### src/hdl/avr_pkg.sv
// Package for the axis vector rotator: default widths, axis codes, side-band type
// and the CORDIC micro-rotation angle table. Used by every file in hdl/.
`default_nettype none

package avr_pkg;

  localparam int COORD_WIDTH_DEF   = 32;
  localparam int ANGLE_WIDTH_DEF   = 32;
  localparam int CORDIC_STAGES_DEF = 24;
  localparam int GUARD_BITS        = 8;
  localparam int DW_EXTRA          = 3;
  localparam int ZW                = 64;

  localparam logic [63:0] PI_Q61         = 64'h6487ED5110B4611A;
  localparam logic [63:0] QUARTER_PI_Q61 = 64'h1921FB54442D1847;
  localparam logic [31:0] KINV_Q32       = 32'd2608131496;

  typedef enum logic [1:0] {
    AXIS_X    = 2'd0,
    AXIS_Y    = 2'd1,
    AXIS_Z    = 2'd2,
    AXIS_NONE = 2'd3
  } axis_t;

  typedef struct packed {
    logic  vld;
    axis_t axis;
  } avr_side_t;

  // Shift-subtract quotient, evaluated only while building constants.
  function automatic logic [63:0] div_u64(input logic [63:0] num, input logic [63:0] den);
    logic [63:0] q;
    logic [63:0] r;
    q = '0;
    r = '0;
    for (int k = 63; k >= 0; k--) begin
      r = {r[62:0], num[k]};
      if (r >= den) begin
        r = r - den;
        q[k] = 1'b1;
      end
    end
    return q;
  endfunction

  // Arctangent of 2^-i in Q2.61 from the truncated series, rounded half up.
  function automatic logic [63:0] stage_angle(input int i);
    logic [63:0] sum;
    logic [63:0] term;
    int k;
    int sh;
    sum = '0;
    if (i == 0) begin
      return QUARTER_PI_Q61;
    end
    for (k = 0; i * (2 * k + 1) <= 63; k++) begin
      sh = 63 - i * (2 * k + 1);
      term = div_u64(64'd1 << sh, 64'(2 * k + 1));
      if (k[0]) begin
        sum = sum - term;
      end else begin
        sum = sum + term;
      end
    end
    return (sum + 64'd2) >> 2;
  endfunction

endpackage

`default_nettype wire

### src/hdl/avr_gain.sv
// Gain correction, rounding and saturation of the rotated pair, then reassembly of
// the x, y, z result over six register stages. Depends on avr_pkg.
`default_nettype none

module avr_gain import avr_pkg::*; #(
  parameter int COORD_WIDTH = COORD_WIDTH_DEF
) (
  input  logic                                   clk,
  input  logic                                   rst_n,
  input  logic                                   en,
  input  avr_side_t                              side_i,
  input  logic signed [COORD_WIDTH+GUARD_BITS+DW_EXTRA-1:0] a_i,
  input  logic signed [COORD_WIDTH+GUARD_BITS+DW_EXTRA-1:0] b_i,
  input  logic [3*COORD_WIDTH-1:0]               pass_i,
  output logic                                   vld_o,
  output logic signed [COORD_WIDTH-1:0]          x_o,
  output logic signed [COORD_WIDTH-1:0]          y_o,
  output logic signed [COORD_WIDTH-1:0]          z_o,
  output logic                                   sat_o
);

  localparam int CW   = COORD_WIDTH;
  localparam int DW   = CW + GUARD_BITS + DW_EXTRA;
  localparam int MAGW = (DW > 32) ? DW : 33;
  localparam int HW   = MAGW - 32;
  localparam int RW   = HW + 33;
  localparam int RSW  = RW - GUARD_BITS;

  localparam logic [RSW-1:0] POS_LIM = (RSW'(1) << (CW - 1)) - RSW'(1);
  localparam logic [RSW-1:0] NEG_LIM = RSW'(1) << (CW - 1);
  localparam logic [CW-1:0]  CMAX    = {1'b0, {(CW - 1){1'b1}}};
  localparam logic [CW-1:0]  CMIN    = {1'b1, {(CW - 1){1'b0}}};
  localparam logic [RW-1:0]  HALF_LSB = RW'(1) << (GUARD_BITS - 1);

  avr_side_t       side_r [1:5];
  logic [3*CW-1:0] pass_r [1:5];
  logic [CW-1:0]   res    [0:1];
  logic            clip   [0:1];

  logic            vld_r;
  logic [CW-1:0]   x_r;
  logic [CW-1:0]   y_r;
  logic [CW-1:0]   z_r;
  logic            sat_r;
  logic [CW-1:0]   x_nxt;
  logic [CW-1:0]   y_nxt;
  logic [CW-1:0]   z_nxt;
  logic            sat_nxt;
  logic [CW-1:0]   px;
  logic [CW-1:0]   py;
  logic [CW-1:0]   pz;

  for (genvar l = 0; l < 2; l++) begin : g_lane
    logic signed [DW-1:0] v_in;
    logic signed [MAGW:0] v_ext;
    logic [MAGW-1:0]      mag_nxt;
    logic [63:0]          plo_nxt;
    logic [HW+31:0]       phi_nxt;
    logic [63:0]          lo_round;
    logic [RW-1:0]        rsum;
    logic                 sgn_r [1:5];
    logic [MAGW-1:0]      mag_r;
    logic [63:0]          plo_r;
    logic [HW-1:0]        hi_r;
    logic [HW+31:0]       phi_r;
    logic [31:0]          lop_r;
    logic [RW-1:0]        r_r;
    logic [RSW-1:0]       rs_r;

    if (l == 0) begin : g_a
      assign v_in = a_i;
    end else begin : g_b
      assign v_in = b_i;
    end

    always_comb begin
      v_ext    = (MAGW + 1)'(v_in);
      mag_nxt  = MAGW'(v_in[DW-1] ? -v_ext : v_ext);
      plo_nxt  = mag_r[31:0] * KINV_Q32;
      phi_nxt  = hi_r * KINV_Q32;
      lo_round = plo_r + 64'h0000_0000_8000_0000;
      rsum     = r_r + HALF_LSB;
    end

    always_ff @(posedge clk) begin
      if (en) begin
        sgn_r[1] <= v_in[DW-1];
        mag_r    <= mag_nxt;
        sgn_r[2] <= sgn_r[1];
        plo_r    <= plo_nxt;
        hi_r     <= mag_r[MAGW-1:32];
        sgn_r[3] <= sgn_r[2];
        phi_r    <= phi_nxt;
        lop_r    <= lo_round[63:32];
        sgn_r[4] <= sgn_r[3];
        r_r      <= RW'(phi_r) + RW'(lop_r);
        sgn_r[5] <= sgn_r[4];
        rs_r     <= rsum[RW-1:GUARD_BITS];
      end
    end

    always_comb begin
      if (sgn_r[5]) begin
        clip[l] = rs_r > NEG_LIM;
        res[l]  = clip[l] ? CMIN : -(rs_r[CW-1:0]);
      end else begin
        clip[l] = rs_r > POS_LIM;
        res[l]  = clip[l] ? CMAX : rs_r[CW-1:0];
      end
    end
  end

  for (genvar k = 1; k <= 5; k++) begin : g_side
    avr_side_t       side_p;
    logic [3*CW-1:0] pass_p;

    if (k == 1) begin : g_head
      assign side_p = side_i;
      assign pass_p = pass_i;
    end else begin : g_body
      assign side_p = side_r[k-1];
      assign pass_p = pass_r[k-1];
    end

    always_ff @(posedge clk) begin
      if (!rst_n) begin
        side_r[k] <= '0;
      end else if (en) begin
        side_r[k] <= side_p;
      end
    end

    always_ff @(posedge clk) begin
      if (en) begin
        pass_r[k] <= pass_p;
      end
    end
  end

  always_comb begin
    px = pass_r[5][CW-1:0];
    py = pass_r[5][2*CW-1:CW];
    pz = pass_r[5][3*CW-1:2*CW];
    sat_nxt = clip[0] | clip[1];
    unique case (side_r[5].axis)
      AXIS_X: begin
        x_nxt = px;
        y_nxt = res[0];
        z_nxt = res[1];
      end
      AXIS_Y: begin
        x_nxt = res[0];
        y_nxt = py;
        z_nxt = res[1];
      end
      AXIS_Z: begin
        x_nxt = res[0];
        y_nxt = res[1];
        z_nxt = pz;
      end
      AXIS_NONE: begin
        x_nxt = px;
        y_nxt = py;
        z_nxt = pz;
        sat_nxt = 1'b0;
      end
      default: begin
        x_nxt = px;
        y_nxt = py;
        z_nxt = pz;
        sat_nxt = 1'b0;
      end
    endcase
  end

  always_ff @(posedge clk) begin
    if (!rst_n) begin
      vld_r <= 1'b0;
    end else if (en) begin
      vld_r <= side_r[5].vld;
    end
  end

  always_ff @(posedge clk) begin
    if (en) begin
      x_r   <= x_nxt;
      y_r   <= y_nxt;
      z_r   <= z_nxt;
      sat_r <= sat_nxt;
    end
  end

  assign vld_o = vld_r;
  assign x_o   = x_r;
  assign y_o   = y_r;
  assign z_o   = z_r;
  assign sat_o = sat_r;

endmodule

`default_nettype wire
### config.mk
export PLATFORM = sky130hd
export DESIGN_NAME = avr_gain
export DESIGN_NICKNAME = d
export VERILOG_FILES = /design/src/hdl/avr_pkg.sv /design/src/hdl/avr_gain.sv
export SDC_FILE = /design/constraint.sdc
export NUM_CORES = 2
export LEC_CHECK = 0
export ABC_AREA = 1
export CAP_MARGIN = 20
export CORE_UTILIZATION = 32
export DETAILED_ROUTE_END_ITERATION = 6
export DONT_BUFFER_PORTS = 1
export GPL_ROUTABILITY_DRIVEN = 0
export GPL_TIMING_DRIVEN = 1
export PLACE_DENSITY = 0.56
export SLEW_MARGIN = 10
export SYNTH_ARGS = -nofsm -noshare
export SYNTH_HDL_FRONTEND = slang
export SYNTH_SLANG_ARGS = --single-unit
export TNS_END_PERCENT = 20
### constraint.sdc
create_clock -name clk -period 8.19 [get_ports clk]
set_input_delay 2.457 -clock clk [delete_from_list [all_inputs] [get_ports clk]]
set_output_delay 2.457 -clock clk [all_outputs]
set_load 0.01 [all_outputs]
==> results.py <==
metrics = {
    "synth": {
        "synth-simple-area-share_pct": 13.75,
        "synth_fp_nets": 12430,
        "synth_cell_types": 57,
        "synth_mux_area_share_pct": 0,
        "synth_area_per_cell_um2": 9.656,
        "syn_area_mm2": 0.09760,
        "syn_inst": 10110,
        "yosys_register_bits": 1061,
        "synth_fa_ha_area_share_pct": 36.11,
        "ys.flop_type": "edfxtp_1",
        "synth_edf_count": 1060,
        "yosysSeqAreaShare_pct": 32.63,
        "async_flop_share_pct": 0,
        "synth-compound-area-share_pct": 4.646,
        "synth_top_family_by_area": "adder cells",
        "ys_warn_count": 0,
        "synthXorXnorAreaFrac_pct": 3.042,
    },
    "timing": {
        "maxSlewHeadroom_pct": 5.385,
        "fin_skew_ns": 0.1178,
        "tightest_slew_ns": 1.419,
        "final.setup.tns_ns": 0,
        "period_needed_ns": 7.453,
        "fmax_mhz": 134.2,
        "finalCritPeriodShare_pct": 91.01,
        "slew_viol_final": 0,
        "rsz0062_at_grt": "false",
        "setup_viol_count_final": 0,
        "finalHoldViolCount": 0,
    },
    "critical_path": {
        "critPathCaptureType": "flop",
        "startpoint_type": "flop",
        "critPathMaxFanout": 7,
        "cp_data_required_time_ns": 8.72,
        "reg2regPathDepth": 24,
        "worst_ep_arrival_time_ns": 7.98,
        "reg2reg_slack_ns": 0.74,
        "crit_type": "reg2reg",
    },
    "floorplanning": {
        "fp.dieArea_mm2": 0.3072,
        "fp.dieW_um": 554.3,
        "io_pins": 286,
        "core.rowCount": 202,
        "core_area_mm2": 0.3030,
        "chipHeight_um": 554.3,
        "initial_core_util_pct": 32.21,
    },
    "drt": {
        "antenna_left": 0,
        "post_drt_via_cell_ratio": 4.692,
        "vias": 67040,
        "drc_errors": 0,
        "wl_per_cell_um": 18.95,
        "dr.pass1.iters": 6,
        "drtIter0Drc": 5288,
        "finalWirelength_um": 270800,
    },
    "clocking": {
        "cts_num_sinks": 1061,
        "cts_tree": "yes",
        "cts_setup_buffers": 0,
        "insertion_delay_ns": 0.88,
        "cts-buffers-inserted": 124,
        "cts_buffer_depth": 4,
        "htree_num_levels": 3,
        "cts_root_buffer": "clkbuf_16",
        "hold_buffers": 0,
        "cts.clk_slew.worst_paths_ns": 0.06,
        "cts-resized-gates": 0,
    },
    "placement": {
        "dp_hpwl_um": 227000,
        "port_buffers": 0,
    },
    "global_routing": {
        "grt_overflow": 0,
        "grtUsageTotal_pct": 17.73,
        "grt_max_degree": 1049,
        "antenna_found_initial": 12,
        "grt_pass1_vias": 69050,
        "grt_pass1_wl_um": 416000,
    },
    "finish": {
        "layout_commonest_cell": "inv_1",
        "fin_nets": 12530,
        "syn_to_final_growth_pct": 9.370,
        "drive_gt1_share_pct": 2.630,
        "layout_common_cells": "2482 x inv_1, 1598 x nand2_1, 1138 x fa_1, 1060 x edfxtp_1, 995 x ha_1",
    },
    "hold_path": {
        "min_path_type": "reg2reg",
        "hold_depth": 0,
    },
    "flow_run": {
        "drv_cap": 0,
    },
    "outcome": {
        "status": "complete, no violations",
    },
}
==> final cells by class <==
| class | count | area [um2] |
|---|---|---|
| Sequential cell | 1061 | 31850 |
| Clock inverter | 80 | 917.1 |
| Inverter | 2485 | 9328 |
| Multi-Input combinational cell | 6505 | 56170 |
| Fill cell | 30730 | 196300 |
| Timing Repair Buffer | 26 | 295.3 |
| Antenna cell | 8 | 20.02 |
| Tap cell | 3978 | 4977 |
| Clock buffer | 146 | 3186 |
==> cell families after synthesis <==
| group | count (synthesis) |
|---|---|
| compound gates | 836 |
| xor+xnor | 339 |
| fa+ha+maj | 2134 |
| buf+inv | 2542 |
| flops | 1061 |
| simple gates | 3196 |
==> per-stage QoR <==
step	setup slack (ns)	hold slack (ns)	util (%)	area, um2	cells
6_report	0.7367	0.3235	35.22	106700	14290
3_3_place_gp	0.8877	0.4003	33.82	102500	14050
4_1_cts	0.8673	0.3186	35.17	106600	14280
5_1_grt	0.4330	0.3238	35.22	106700	14280
2_1_floorplan	1.800	0.4003	-	97600	10110
3_5_place_dp	0.8820	0.4045	33.82	102500	14050
==> synthesized netlist by cell type, drive strengths merged, types with 16 or more instances <==
library cell | number | share of area (%)
a31oi | 47 | 0.30
a21o | 19 | 0.15
o21a | 16 | 0.12
nand4 | 119 | 0.76
fa | 1138 | 23
edfxtp | 1060 | 33
nand2 | 1609 | 6.2
nor4 | 32 | 0.22
xor2 | 269 | 2.4
clkbuf | 41 | 0.16
inv | 2483 | 9.5
buf | 16 | 0.10
nand3 | 406 | 2.1
nand3b | 20 | 0.15
o21ai | 304 | 1.6
ha | 996 | 13
nor2 | 861 | 3.4
xnor2 | 70 | 0.63
nor3 | 116 | 0.66
a21oi | 372 | 1.9
o21bai | 52 | 0.40
==> registers in the layout, indices dropped and copies added (netlist names), 58 cells and up <==
register      cells
pass_r          480
g_lane.phi_r     80
g_lane.r_r       74
g_lane.mag_r     86
g_lane.plo_r     66
g_lane.lop_r     58
g_lane.rs_r      72
==> metal layers <==
metal | GRT usage, % | share of wire, % | routed length, um | up-vias
met4 | 5.063 | 3.0 | 8035 | 2
met2 | 28.93 | 46 | 123900 | 1843
met3 | 2.627 | 6.1 | 16420 | 329
met1 | 24.33 | 45 | 122400 | 32720
li1 | - | - | - | 32150
met5 | 0 | 0.0048 | 13 | -
==> worst max-delay path, cell delays in order, from the launching register on <==
cell	delay (ns)
edfxtp_1	0.80
inv_1	0.35
fa_1	0.53
fa_1	0.51
inv_1	0.05
fa_1	0.50
inv_1	0.05
fa_1	0.52
inv_1	0.04
fa_1	0.49
fa_1	0.43
fa_1	0.49
inv_1	0.05
fa_1	0.47
inv_1	0.04
ha_1	0.38
nand2_1	0.12
nor2_1	0.15
inv_1	0.08
nor3_1	0.46
nand2_1	0.21
inv_1	0.12
nand3_1	0.09
nand4_1	0.10
nand2_1	0.06
==> path summary, 6_finish.rpt <==
path / start / to
min: g_lane[0].sgn_r[0][3]$_DFFE_PP_ / g_lane[0].sgn_r[0][4]$_DFFE_PP_
max reg2reg: g_lane[0].mag_r[10]$_DFFE_PP_ / g_lane[0].plo_r[42]$_DFFE_PP_
min reg2reg: g_lane[0].sgn_r[0][3]$_DFFE_PP_ / g_lane[0].sgn_r[0][4]$_DFFE_PP_
max: g_lane[0].mag_r[10]$_DFFE_PP_ / g_lane[0].plo_r[42]$_DFFE_PP_
Power is left out: the tool's default activity adds up to more than one toggle a clock period on the data nets, which glitch-free logic cannot reach.
