--- config.mk ---
export PLATFORM = sky130hd
export DESIGN_NAME = avr_fold
export DESIGN_NICKNAME = d
export VERILOG_FILES = /design/src/hdl/avr_pkg.sv /design/src/hdl/avr_fold.sv
export SDC_FILE = /design/constraint.sdc
export NUM_CORES = 1
export LEC_CHECK = 0
export BUFFER_PORTS_ARGS = -buffer_cell sky130_fd_sc_hd__buf_2
export CAP_MARGIN = 15
export CELL_PAD_IN_SITES_DETAIL_PLACEMENT = 0
export CELL_PAD_IN_SITES_GLOBAL_PLACEMENT = 1
export CORE_ASPECT_RATIO = 1.2
export CORE_MARGIN = 1.5
export CORE_UTILIZATION = 45
export CTS_CLUSTER_SIZE = 24
export DETAILED_ROUTE_END_ITERATION = 6
export PLACE_DENSITY_LB_ADDON = 0.05
export SYNTH_ARGS = -nofsm -noshare
export SYNTH_HDL_FRONTEND = slang
export SYNTH_SLANG_ARGS = --single-unit
export TNS_END_PERCENT = 1
--- constraint.sdc ---
create_clock -name clk -period 6.85 [get_ports clk]
set_input_delay 1.37 -clock clk [delete_from_list [all_inputs] [get_ports clk]]
set_output_delay 1.37 -clock clk [all_outputs]
set_load 0.01 [all_outputs]
--- src/hdl/avr_pkg.sv ---
// Package for the axis vector rotator: default widths, axis codes, side-band type
// and the CORDIC micro-rotation angle table. Used by every file in hdl/.
`default_nettype none

package avr_pkg;

  localparam int COORD_WIDTH_DEF   = 32;
  localparam int ANGLE_WIDTH_DEF   = 32;
  localparam int CORDIC_STAGES_DEF = 24;
  localparam int GUARD_BITS        = 8;
  localparam int DW_EXTRA          = 3;
  localparam int ZW                = 64;

  localparam logic [63:0] PI_Q61         = 64'h6487ED5110B4611A;
  localparam logic [63:0] QUARTER_PI_Q61 = 64'h1921FB54442D1847;
  localparam logic [31:0] KINV_Q32       = 32'd2608131496;

  typedef enum logic [1:0] {
    AXIS_X    = 2'd0,
    AXIS_Y    = 2'd1,
    AXIS_Z    = 2'd2,
    AXIS_NONE = 2'd3
  } axis_t;

  typedef struct packed {
    logic  vld;
    axis_t axis;
  } avr_side_t;

  // Shift-subtract quotient, evaluated only while building constants.
  function automatic logic [63:0] div_u64(input logic [63:0] num, input logic [63:0] den);
    logic [63:0] q;
    logic [63:0] r;
    q = '0;
    r = '0;
    for (int k = 63; k >= 0; k--) begin
      r = {r[62:0], num[k]};
      if (r >= den) begin
        r = r - den;
        q[k] = 1'b1;
      end
    end
    return q;
  endfunction

  // Arctangent of 2^-i in Q2.61 from the truncated series, rounded half up.
  function automatic logic [63:0] stage_angle(input int i);
    logic [63:0] sum;
    logic [63:0] term;
    int k;
    int sh;
    sum = '0;
    if (i == 0) begin
      return QUARTER_PI_Q61;
    end
    for (k = 0; i * (2 * k + 1) <= 63; k++) begin
      sh = 63 - i * (2 * k + 1);
      term = div_u64(64'd1 << sh, 64'(2 * k + 1));
      if (k[0]) begin
        sum = sum - term;
      end else begin
        sum = sum + term;
      end
    end
    return (sum + 64'd2) >> 2;
  endfunction

endpackage

`default_nettype wire

--- src/hdl/avr_fold.sv ---
// Front end: picks the rotated coordinate pair, folds the angle into [-pi/2, pi/2]
// over six register stages and forms the Q2.61 residual angle. Depends on avr_pkg.
`default_nettype none

module avr_fold import avr_pkg::*; #(
  parameter int COORD_WIDTH = COORD_WIDTH_DEF,
  parameter int ANGLE_WIDTH = ANGLE_WIDTH_DEF
) (
  input  logic                                   clk,
  input  logic                                   rst_n,
  input  logic                                   en,
  input  logic                                   in_valid,
  input  logic [1:0]                             axis_select,
  input  logic signed [ANGLE_WIDTH-1:0]          rotate_angle,
  input  logic signed [COORD_WIDTH-1:0]          in_x,
  input  logic signed [COORD_WIDTH-1:0]          in_y,
  input  logic signed [COORD_WIDTH-1:0]          in_z,
  output avr_side_t                              side_o,
  output logic signed [COORD_WIDTH+GUARD_BITS+DW_EXTRA-1:0] a_o,
  output logic signed [COORD_WIDTH+GUARD_BITS+DW_EXTRA-1:0] b_o,
  output logic signed [ZW-1:0]                   z_o,
  output logic [3*COORD_WIDTH-1:0]               pass_o
);

  localparam int DW = COORD_WIDTH + GUARD_BITS + DW_EXTRA;
  localparam int FW = ANGLE_WIDTH + 1;
  localparam int S  = 66 - ANGLE_WIDTH;
  localparam int NSTG = 6;

  localparam logic [64:0] PI_W      = ({1'b0, PI_Q61} + (65'd1 << (S - 1))) >> S;
  localparam logic [64:0] TWO_PI_W  = ({1'b0, PI_Q61} + (65'd1 << (S - 2))) >> (S - 1);
  localparam logic [64:0] HALF_PI_W = ({1'b0, PI_Q61} + (65'd1 << S)) >> (S + 1);

  localparam logic signed [FW-1:0] PI_A       = $signed(FW'(PI_W));
  localparam logic signed [FW-1:0] TWO_PI_A   = $signed(FW'(TWO_PI_W));
  localparam logic signed [FW-1:0] HALF_PI_A  = $signed(FW'(HALF_PI_W));
  localparam logic signed [FW-1:0] NEG_PI_A   = -PI_A;
  localparam logic signed [FW-1:0] NEG_HALF_A = -HALF_PI_A;

  avr_side_t                 side_r [0:NSTG-1];
  logic [3*COORD_WIDTH-1:0]  pass_r [0:NSTG-1];
  logic signed [DW-1:0]      a_r    [0:NSTG-1];
  logic signed [DW-1:0]      b_r    [0:NSTG-1];
  logic signed [FW-1:0]      th_r   [0:4];
  logic signed [ZW-1:0]      z_r;

  logic signed [COORD_WIDTH-1:0] sel_a;
  logic signed [COORD_WIDTH-1:0] sel_b;
  logic signed [DW-1:0]          a_ext;
  logic signed [DW-1:0]          b_ext;
  logic signed [FW-1:0]          th_half_nxt;
  logic signed [DW-1:0]          a_half_nxt;
  logic signed [DW-1:0]          b_half_nxt;
  logic signed [ZW-1:0]          th_wide;
  logic signed [ZW-1:0]          z_nxt;

  always_comb begin
    unique case (axis_t'(axis_select))
      AXIS_X: begin
        sel_a = in_y;
        sel_b = in_z;
      end
      AXIS_Y: begin
        sel_a = in_x;
        sel_b = in_z;
      end
      AXIS_Z, AXIS_NONE: begin
        sel_a = in_x;
        sel_b = in_y;
      end
      default: begin
        sel_a = in_x;
        sel_b = in_y;
      end
    endcase
    a_ext = DW'(sel_a) <<< GUARD_BITS;
    b_ext = DW'(sel_b) <<< GUARD_BITS;
  end

  always_ff @(posedge clk) begin
    if (!rst_n) begin
      side_r[0] <= '0;
    end else if (en) begin
      side_r[0] <= '{vld: in_valid, axis: axis_t'(axis_select)};
    end
  end

  always_ff @(posedge clk) begin
    if (en) begin
      pass_r[0] <= {in_z, in_y, in_x};
      a_r[0]    <= a_ext;
      b_r[0]    <= b_ext;
      th_r[0]   <= FW'(rotate_angle);
    end
  end

  for (genvar j = 1; j <= 3; j++) begin : g_wrap
    logic signed [FW-1:0] th_nxt;

    always_comb begin
      if (th_r[j-1] > PI_A) begin
        th_nxt = th_r[j-1] - TWO_PI_A;
      end else if (th_r[j-1] < NEG_PI_A) begin
        th_nxt = th_r[j-1] + TWO_PI_A;
      end else begin
        th_nxt = th_r[j-1];
      end
    end

    always_ff @(posedge clk) begin
      if (!rst_n) begin
        side_r[j] <= '0;
      end else if (en) begin
        side_r[j] <= side_r[j-1];
      end
    end

    always_ff @(posedge clk) begin
      if (en) begin
        pass_r[j] <= pass_r[j-1];
        a_r[j]    <= a_r[j-1];
        b_r[j]    <= b_r[j-1];
        th_r[j]   <= th_nxt;
      end
    end
  end

  // A half turn brings the angle into the CORDIC convergence range.
  always_comb begin
    th_half_nxt = th_r[3];
    a_half_nxt  = a_r[3];
    b_half_nxt  = b_r[3];
    if (th_r[3] > HALF_PI_A) begin
      th_half_nxt = th_r[3] - PI_A;
      a_half_nxt  = -a_r[3];
      b_half_nxt  = -b_r[3];
    end else if (th_r[3] < NEG_HALF_A) begin
      th_half_nxt = th_r[3] + PI_A;
      a_half_nxt  = -a_r[3];
      b_half_nxt  = -b_r[3];
    end
  end

  always_comb begin
    th_wide = ZW'(th_r[4]);
    z_nxt   = -(th_wide <<< S);
  end

  always_ff @(posedge clk) begin
    if (!rst_n) begin
      side_r[4] <= '0;
      side_r[5] <= '0;
    end else if (en) begin
      side_r[4] <= side_r[3];
      side_r[5] <= side_r[4];
    end
  end

  always_ff @(posedge clk) begin
    if (en) begin
      pass_r[4] <= pass_r[3];
      a_r[4]    <= a_half_nxt;
      b_r[4]    <= b_half_nxt;
      th_r[4]   <= th_half_nxt;
      pass_r[5] <= pass_r[4];
      a_r[5]    <= a_r[4];
      b_r[5]    <= b_r[4];
      z_r       <= z_nxt;
    end
  end

  assign side_o = side_r[NSTG-1];
  assign pass_o = pass_r[NSTG-1];
  assign a_o    = a_r[NSTG-1];
  assign b_o    = b_r[NSTG-1];
  assign z_o    = z_r;

endmodule

`default_nettype wire

==> run metrics, run 1 <==
outcome complete, no violations; Vias/cell 5.262; port buffer count 332; leading cell type in the layout, fill and taps excluded edfxtp_1; worst reg2reg path depth 7; initial antenna violation count 14; area leader, netlist edfxtp_1; worst path required time between 7 and 8 ns; 1st-pass router iterations 5; Core Footprint between 90000 and 100000 um2; hold_buf cts 0; Crit path largest cell delay roughly 0.94 ns; hpwl dp ~60000 um; Slew HR 25.68%; H-tree levels 3; Final Slew Violations 0; first-pass GRT wire length 135200 um; CTS Root Cell clkbuf_16; Synth cell types between 70 and 80; cells after synthesis about 2600; clk_skew approximately 0.058 ns; Yosys reg bits 1181; RSZ-0062 raised after global routing no; ys async rst share 0%; Starting Density around 45%; drt initial violations about 1700; setup TNS 0 ns; Worst setup endpoint th_r[0][53]$_DFFE_PP_; Worst-path clk slew roughly 0.060 ns; maxcap violations 0; routability cong. 0.8497; die extent in x 290.9 um; CTS tree yes; PD cells around 340 nW/um2; Critical-path top delay cell a211oi_2; # setup viols final 0; layout cells sized above 1 19.58%; post-synthesis sequential area ratio slightly below 80%; cells along the critical path nor4bb_1 -> o2111ai_1 -> a311o_1 -> a211oi_2 -> nand2_1 -> o31ai_1 -> xor2_1; GR Overflow Total 0; crit path capture type register; final period utilization 51.82%; Slew @ Worst Pin between 1 and 1.5 ns; Detail Route Antenna Nets 0; Mean Syn Cell Area between 15 and 20 um2; critical path class register to register; Fin. Hold Viols 0; most frequent cells in the layout edfxtp_1, buf_2, xnor2_1; Crit Reg-Reg Endpoint th_r[0][53]$_DFFE_PP_; worst r2r src th_r[0][4]$_DFFE_PP_; Net count, final about 3100; upper clock frequency limit approximately 0.28 GHz; WP data arrival 3.95 ns; routed length per placed instance 20.70 um; post-synth top area share between 70% and 80%; Lkg Pwr between 0.015 and 0.02 uW; Finished Cell Area between 50000 and 60000 um2; EDFF count, synth approximately 1200; Post-Syn Area ~45000 um2; hold crit path type register to register; Total Routing Usage GR between 10% and 20%; WL final 89900 um; Reg2Reg Setup Slack 3.30 ns; Critical path origin th_r[0][4]$_DFFE_PP_; CP Max Fanout 15; Worst-Skew Late Latency 0.70 ns; Post-CTS Setup Repair Bufs 0; dominant cells by area after synthesis edfxtp_1, xnor2_1, mux2_2; drt drc 0; CP Launch Type register; PostCTS Resize Cnt 0; largest net degree at the start of global routing between 150 and 200; Die H between 300 and 400 um; Area Overhead vs Synth 14.73%; min cycle time layout 3.550 ns; Clock Path Buffers 3; io pins approximately 380; Synth Flop Type edfxtp_1; clock sink count 1181; number of global-route vias before repair roughly 22000; Num CTS Buffers ~110; die footprint approximately 100000 um2; Yosys Warn Count 0; via count about 23000; placed cell areas between 40000 and 50000 um2; Max VDD drop 250.7 uV; Site Rows 126
[report_power, final]
part,switching (uW),leakage (uW),internal [uW]
Sequential,555,0.0116,8880
Clock,2640,0.00179,3530
Combinational,992,0.00450,690
Total,4190,0.0179,13100
[worst min-delay path by stage]
stage | from | endpoint | cells after the start
2_1_floorplan | a_r[0][10]$_DFFE_PP_ | a_r[1][10]$_DFFE_PP_ | 0
3_3_place_gp | pass_r[0][23]$_DFFE_PP_ | pass_r[1][23]$_DFFE_PP_ | 0
3_5_place_dp | a_r[2][9]$_DFFE_PP_ | a_r[3][9]$_DFFE_PP_ | 0
4_1_cts | b_r[1][32]$_DFFE_PP_ | b_r[2][32]$_DFFE_PP_ | 0
5_1_grt | pass_r[3][36]$_DFFE_PP_ | pass_r[4][36]$_DFFE_PP_ | 0
6_report | a_r[2][16]$_DFFE_PP_ | a_r[3][16]$_DFFE_PP_ | 0
[per-layer routing]
metal  GRT usage, %  part of all wire [%]  up-vias
met5              0                  0.16        -
met4          6.005                   2.9       26
met3          4.801                   6.7      165
met2          27.59                    47      621
met1          23.17                    43    11270
li1               -                     -    10770
[per-stage QoR]
step / util, % / setup slack (ns) / hold WS [ns] / total power (uW) / cells
after detailed placement: 48.32 / 3.326 / 0.4045 / 11280 / 4127
after floorplan: - / 4.034 / 0.4003 / 10520 / 2669
after global routing: 52.11 / 3.110 / 0.4151 / 18030 / 4341
final: 52.11 / 3.300 / 0.4117 / 17290 / 4342
after CTS: 52.11 / 3.286 / 0.4086 / 17510 / 4340
after global placement: 48.32 / 3.317 / 0.4005 / 11240 / 4127
[cells by family (layout without fill, tap and decap cells)]
kind of cell	count (synthesis)	after routing	share of synthesized area, %
compound gates	422	422	6.284
xor+xnor	206	206	4.031
fa+ha+maj	15	15	0.4193
buf+inv	210	601	2.256
flops	1181	1181	79.24
mux	68	68	1.705
other cells	1	52	0.008378
simple gates	517	517	6.061
[flip-flops by register name, indices dropped and copies added, names as in the netlist]
name	cells
z_o	30
pass_r	576
a_r	198
side_r	18
b_r	198
th_r	161
[layout make-up]
class / instances / area [um2]
clock inverter: 74 / 784.5
tap: 1280 / 1602
multi-input combinational: 1278 / 8502
timing repair buffer: 349 / 1899
antenna: 2 / 5.005
sequential: 1181 / 35460
fill: 8031 / 47180
inverter: 39 / 146.4
clock buffer: 139 / 2947
[cells in the mapped netlist (9+ instances only)]
cell type	n
a311oi_1	9
nand2b_1	14
nand3_1	42
nor4_1	31
nor4bb_1	12
ha_1	15
a21oi_1	89
or2_2	12
mux2_2	66
or3_1	27
o31ai_1	25
or4_1	16
a211oi_1	17
o211ai_1	16
and2_1	12
buf_4	53
o22ai_1	17
inv_1	38
xor2_1	77
nand4_1	24
clkbuf_1	102
a22oi_1	17
nor2_1	107
nor3_1	56
o21a_1	17
and3_1	33
a21o_1	22
nand2_1	102
a211o_1	9
a31oi_1	32
xnor2_1	129
edfxtp_1	1181
o21ai_0	78
[critical path: cells and delay by family (launching register included)]
kind,cells,cell delay [ns]
XOR/XNOR,1,0.12
AO/OA/AOI/OAI,4,1.91
AND/OR/NAND/NOR,2,0.64
flip-flops,1,0.61
Power figures use the tool's default switching activity.
==> run 2, diff against run 1 <==
==> constraint.sdc (replaced) <==
create_clock -name clk -period 3.55 [get_ports clk]
set_input_delay 0.71 -clock clk [delete_from_list [all_inputs] [get_ports clk]]
set_output_delay 0.71 -clock clk [all_outputs]
set_load 0.01 [all_outputs]
==> run 2 against run 1 <==
Effect of this change:
- sequential cell count unchanged
- fmax up 14%
- clock power up 94%
- non-clock buffer count up 56
- largest cell class unchanged
- largest power group unchanged
- critical path type unchanged
- cell count up 1.3%
- clock-buffer cell count down 4
==> run metrics, run 2 (same netlist as run 1, synthesis figures left out) <==
post-route core utilization 52.70% (was 52.11%); setup TNS 0 ns (unchanged); cells along the critical path or4_1 -> or4_1 -> nor2_1 -> nand3_1 -> nor4_1 -> a21oi_1 -> mux2_2 (was nor4bb_1 -> o2111ai_1 -> a311o_1 -> a211oi_2 -> nand2_1 -> o31ai_1 -> xor2_1); Starting Density 45.42% (unchanged); Flop pwr share 53.9% (was 54.6%); Max VDD drop 406.0 uV (was 250.7 uV); hpwl dp 62800 um (was 59990 um); Num CTS Buffers 116 (was 114); hold_sp rotate_angle[30] (was a_r[2][16]$_DFFE_PP_); P_int 25490 uW (was 13100 uW); Largest Register pass_r (unchanged); hold crit path type input port to register (was register to register); Slew HR 45.58% (was 25.68%); placed cell areas 48120 um2 (was 47610 um2); CTS Root Cell clkbuf_16 (unchanged); die extent in x 290.9 um (unchanged); worst r2r src b_r[3][17]$_DFFE_PP_ (was th_r[0][4]$_DFFE_PP_); routability cong. 0.8191 (was 0.8497); final period utilization 88.00% (was 51.82%); Detail Route Antenna Nets 0 (unchanged); worst reg2reg path depth 7 (unchanged); Post-CTS Setup Repair Bufs 0 (unchanged); drt drc 0 (unchanged); number of flip-flops in the largest register 576 (unchanged); Finished Cell Area 51920 um2 (was 51350 um2); cell family with most CP delay simple AND/OR/NAND/NOR gates (was compound AO/OA/AOI/OAI gates); drt initial violations 1716 (was 1687); WP data arrival 3.58 ns (was 3.95 ns); number of global-route vias before repair 22690 (was 22420); Gate power share 10.3% (was 9.7%); final worst slack 0.4260 ns (was 3.300 ns); PostCTS Resize Cnt 0 (unchanged); outcome complete, no violations (unchanged); Total Routing Usage GR 17.63% (was 17.39%); H-tree levels 3 (unchanged); Lkg Pwr 0.01824 uW (was 0.01787 uW); die footprint 101400 um2 (unchanged); Worst-Skew Late Latency 0.70 ns (about the same); Critical path origin b_r[3][17]$_DFFE_PP_ (was th_r[0][4]$_DFFE_PP_); clk_skew 0.06349 ns (was 0.05776 ns); Reg2Reg Setup Slack 0.43 ns (was 3.30 ns); Area Overhead vs Synth 16.01% (was 14.73%); CP Max Fanout 4 (was 15); Switch Pwr 8140 uW (was 4187 uW); Slew @ Worst Pin 0.8162 ns (was 1.113 ns); Buf/Inv on CP 0 (unchanged); biggest regs pass_r (576), a_r (198), b_r (198) (unchanged); leading cell type in the layout, fill and taps excluded edfxtp_1 (unchanged); most frequent cells in the layout edfxtp_1, buf_2, xnor2_1 (unchanged); min cycle time layout 3.124 ns (was 3.550 ns); hold_buf cts 0 (unchanged); CTS tree yes (unchanged); PD cells 647.7 nW/um2 (was 336.7 nW/um2); Final Slew Violations 0 (unchanged); GR Overflow Total 0 (unchanged); power share of the clock group 35.8% (was 35.7%); Worst path most repeated cell or4_1; via count 23070 (was 22850); Hold Path End th_r[0][30]$_DFFE_PP_ (was a_r[3][16]$_DFFE_PP_); io pins 383 (unchanged); Net count, final 3170 (was 3112); first-pass GRT wire length 136500 um (was 135200 um); total power 33630 uW (was 17290 uW); Critical-path top delay cell or4_1 (was a211oi_2); 1st-pass router iterations 5 (unchanged); routed length per placed instance 20.70 um (about the same); largest net degree at the start of global routing 135 (was 190); layout cells sized above 1 21.25% (was 19.58%); Site Rows 126 (unchanged); sw frac 24.20% (was 24.22%); Core Footprint 98530 um2 (unchanged); CP Launch Type register (unchanged); worst path required time 4.00 ns (was 7.25 ns); Crit Reg-Reg Endpoint b_r[4][41]$_DFFE_PP_ (was th_r[0][53]$_DFFE_PP_); worst slack, placed 0.4104 ns (was 3.326 ns); # setup viols final 0 (unchanged); initial antenna violation count 14 (unchanged); port buffer count 332 (unchanged); Fin. Hold Viols 0 (unchanged); upper clock frequency limit 0.3201 GHz (was 0.2817 GHz); Vias/cell 5.244 (was 5.262); clock sink count 1181 (unchanged); hold path depth 1 (was 0); crit path capture type register (unchanged); WL final 91040 um (was 89900 um); Worst-path clk slew 0.06 ns (about the same); Crit path largest cell delay 0.59 ns (was 0.94 ns); maxcap violations 0 (unchanged); Die H 348.5 um (unchanged); Clock Path Buffers 3 (unchanged); critical path class register to register (unchanged); RSZ-0062 raised after global routing no (unchanged)
==> run 2: cell count changes in the layout (fill, tap and decap cells not counted), moves of 3 or more <==
cell / before / now
buf_12: 8 / 15
buf_4: 9 / 58
clkbuf_1: 25 / 18
clkbuf_16: 114 / 117
clkinv_2: 17 / 24
clkinvlp_4: 7 / 4
==> run 2: how the worst max path moves through the flow <==
stage / endpoint / cells after the start
floorplan: th_r[0][82]$_DFFE_PP_ / 9
global placement: th_r[0][71]$_DFFE_PP_ / 10
detailed placement: b_r[4][41]$_DFFE_PP_ / 7
CTS: b_r[4][41]$_DFFE_PP_ / 7
global route: th_r[0][47]$_DFFE_PP_ / 7
finish: b_r[4][41]$_DFFE_PP_ / 7
==> run 2: metal layers <==
metal  global-route usage, %  vias to the layer above  wire, um  share of wire (%)
met5                       0                        -       124               0.14
met4                   5.984                       22      2671                2.9
li1                        -                    10870         -                  -
met2                   28.22                      633     42670                 47
met1                   23.09                    11380     39100                 43
met3                   5.177                      162      6480                7.1
==> run 2: layout make-up <==
class	count	area, um2
Antenna cell	3	7.507
Clock buffer	135	2995
Clock inverter	78	804.5
Fill cell	8068	46610
Inverter	39	146.4
Multi-Input combinational cell	1278	8497
Sequential cell	1181	35460
Tap cell	1280	1602
Timing Repair Buffer	405	2407
==> run 2: power by group through the flow <==
stage	clock network, uW	logic [uW]	registers (uW)
6_report	12000	3480	18100
5_1_grt	12900	3860	18300
4_1_cts	12400	3540	18100
3_5_place_dp	0	3530	18400
3_3_place_gp	0	3500	18400
2_1_floorplan	0	2360	17900
==> run 2: per-stage QoR <==
step                      instances  hold slack (ns)
after detailed placement       4183           0.4045
after CTS                      4396           0.1470
final                          4399           0.1951
after global routing           4397           0.1594
after floorplan                2669           0.4003
after global placement         4183           0.4002
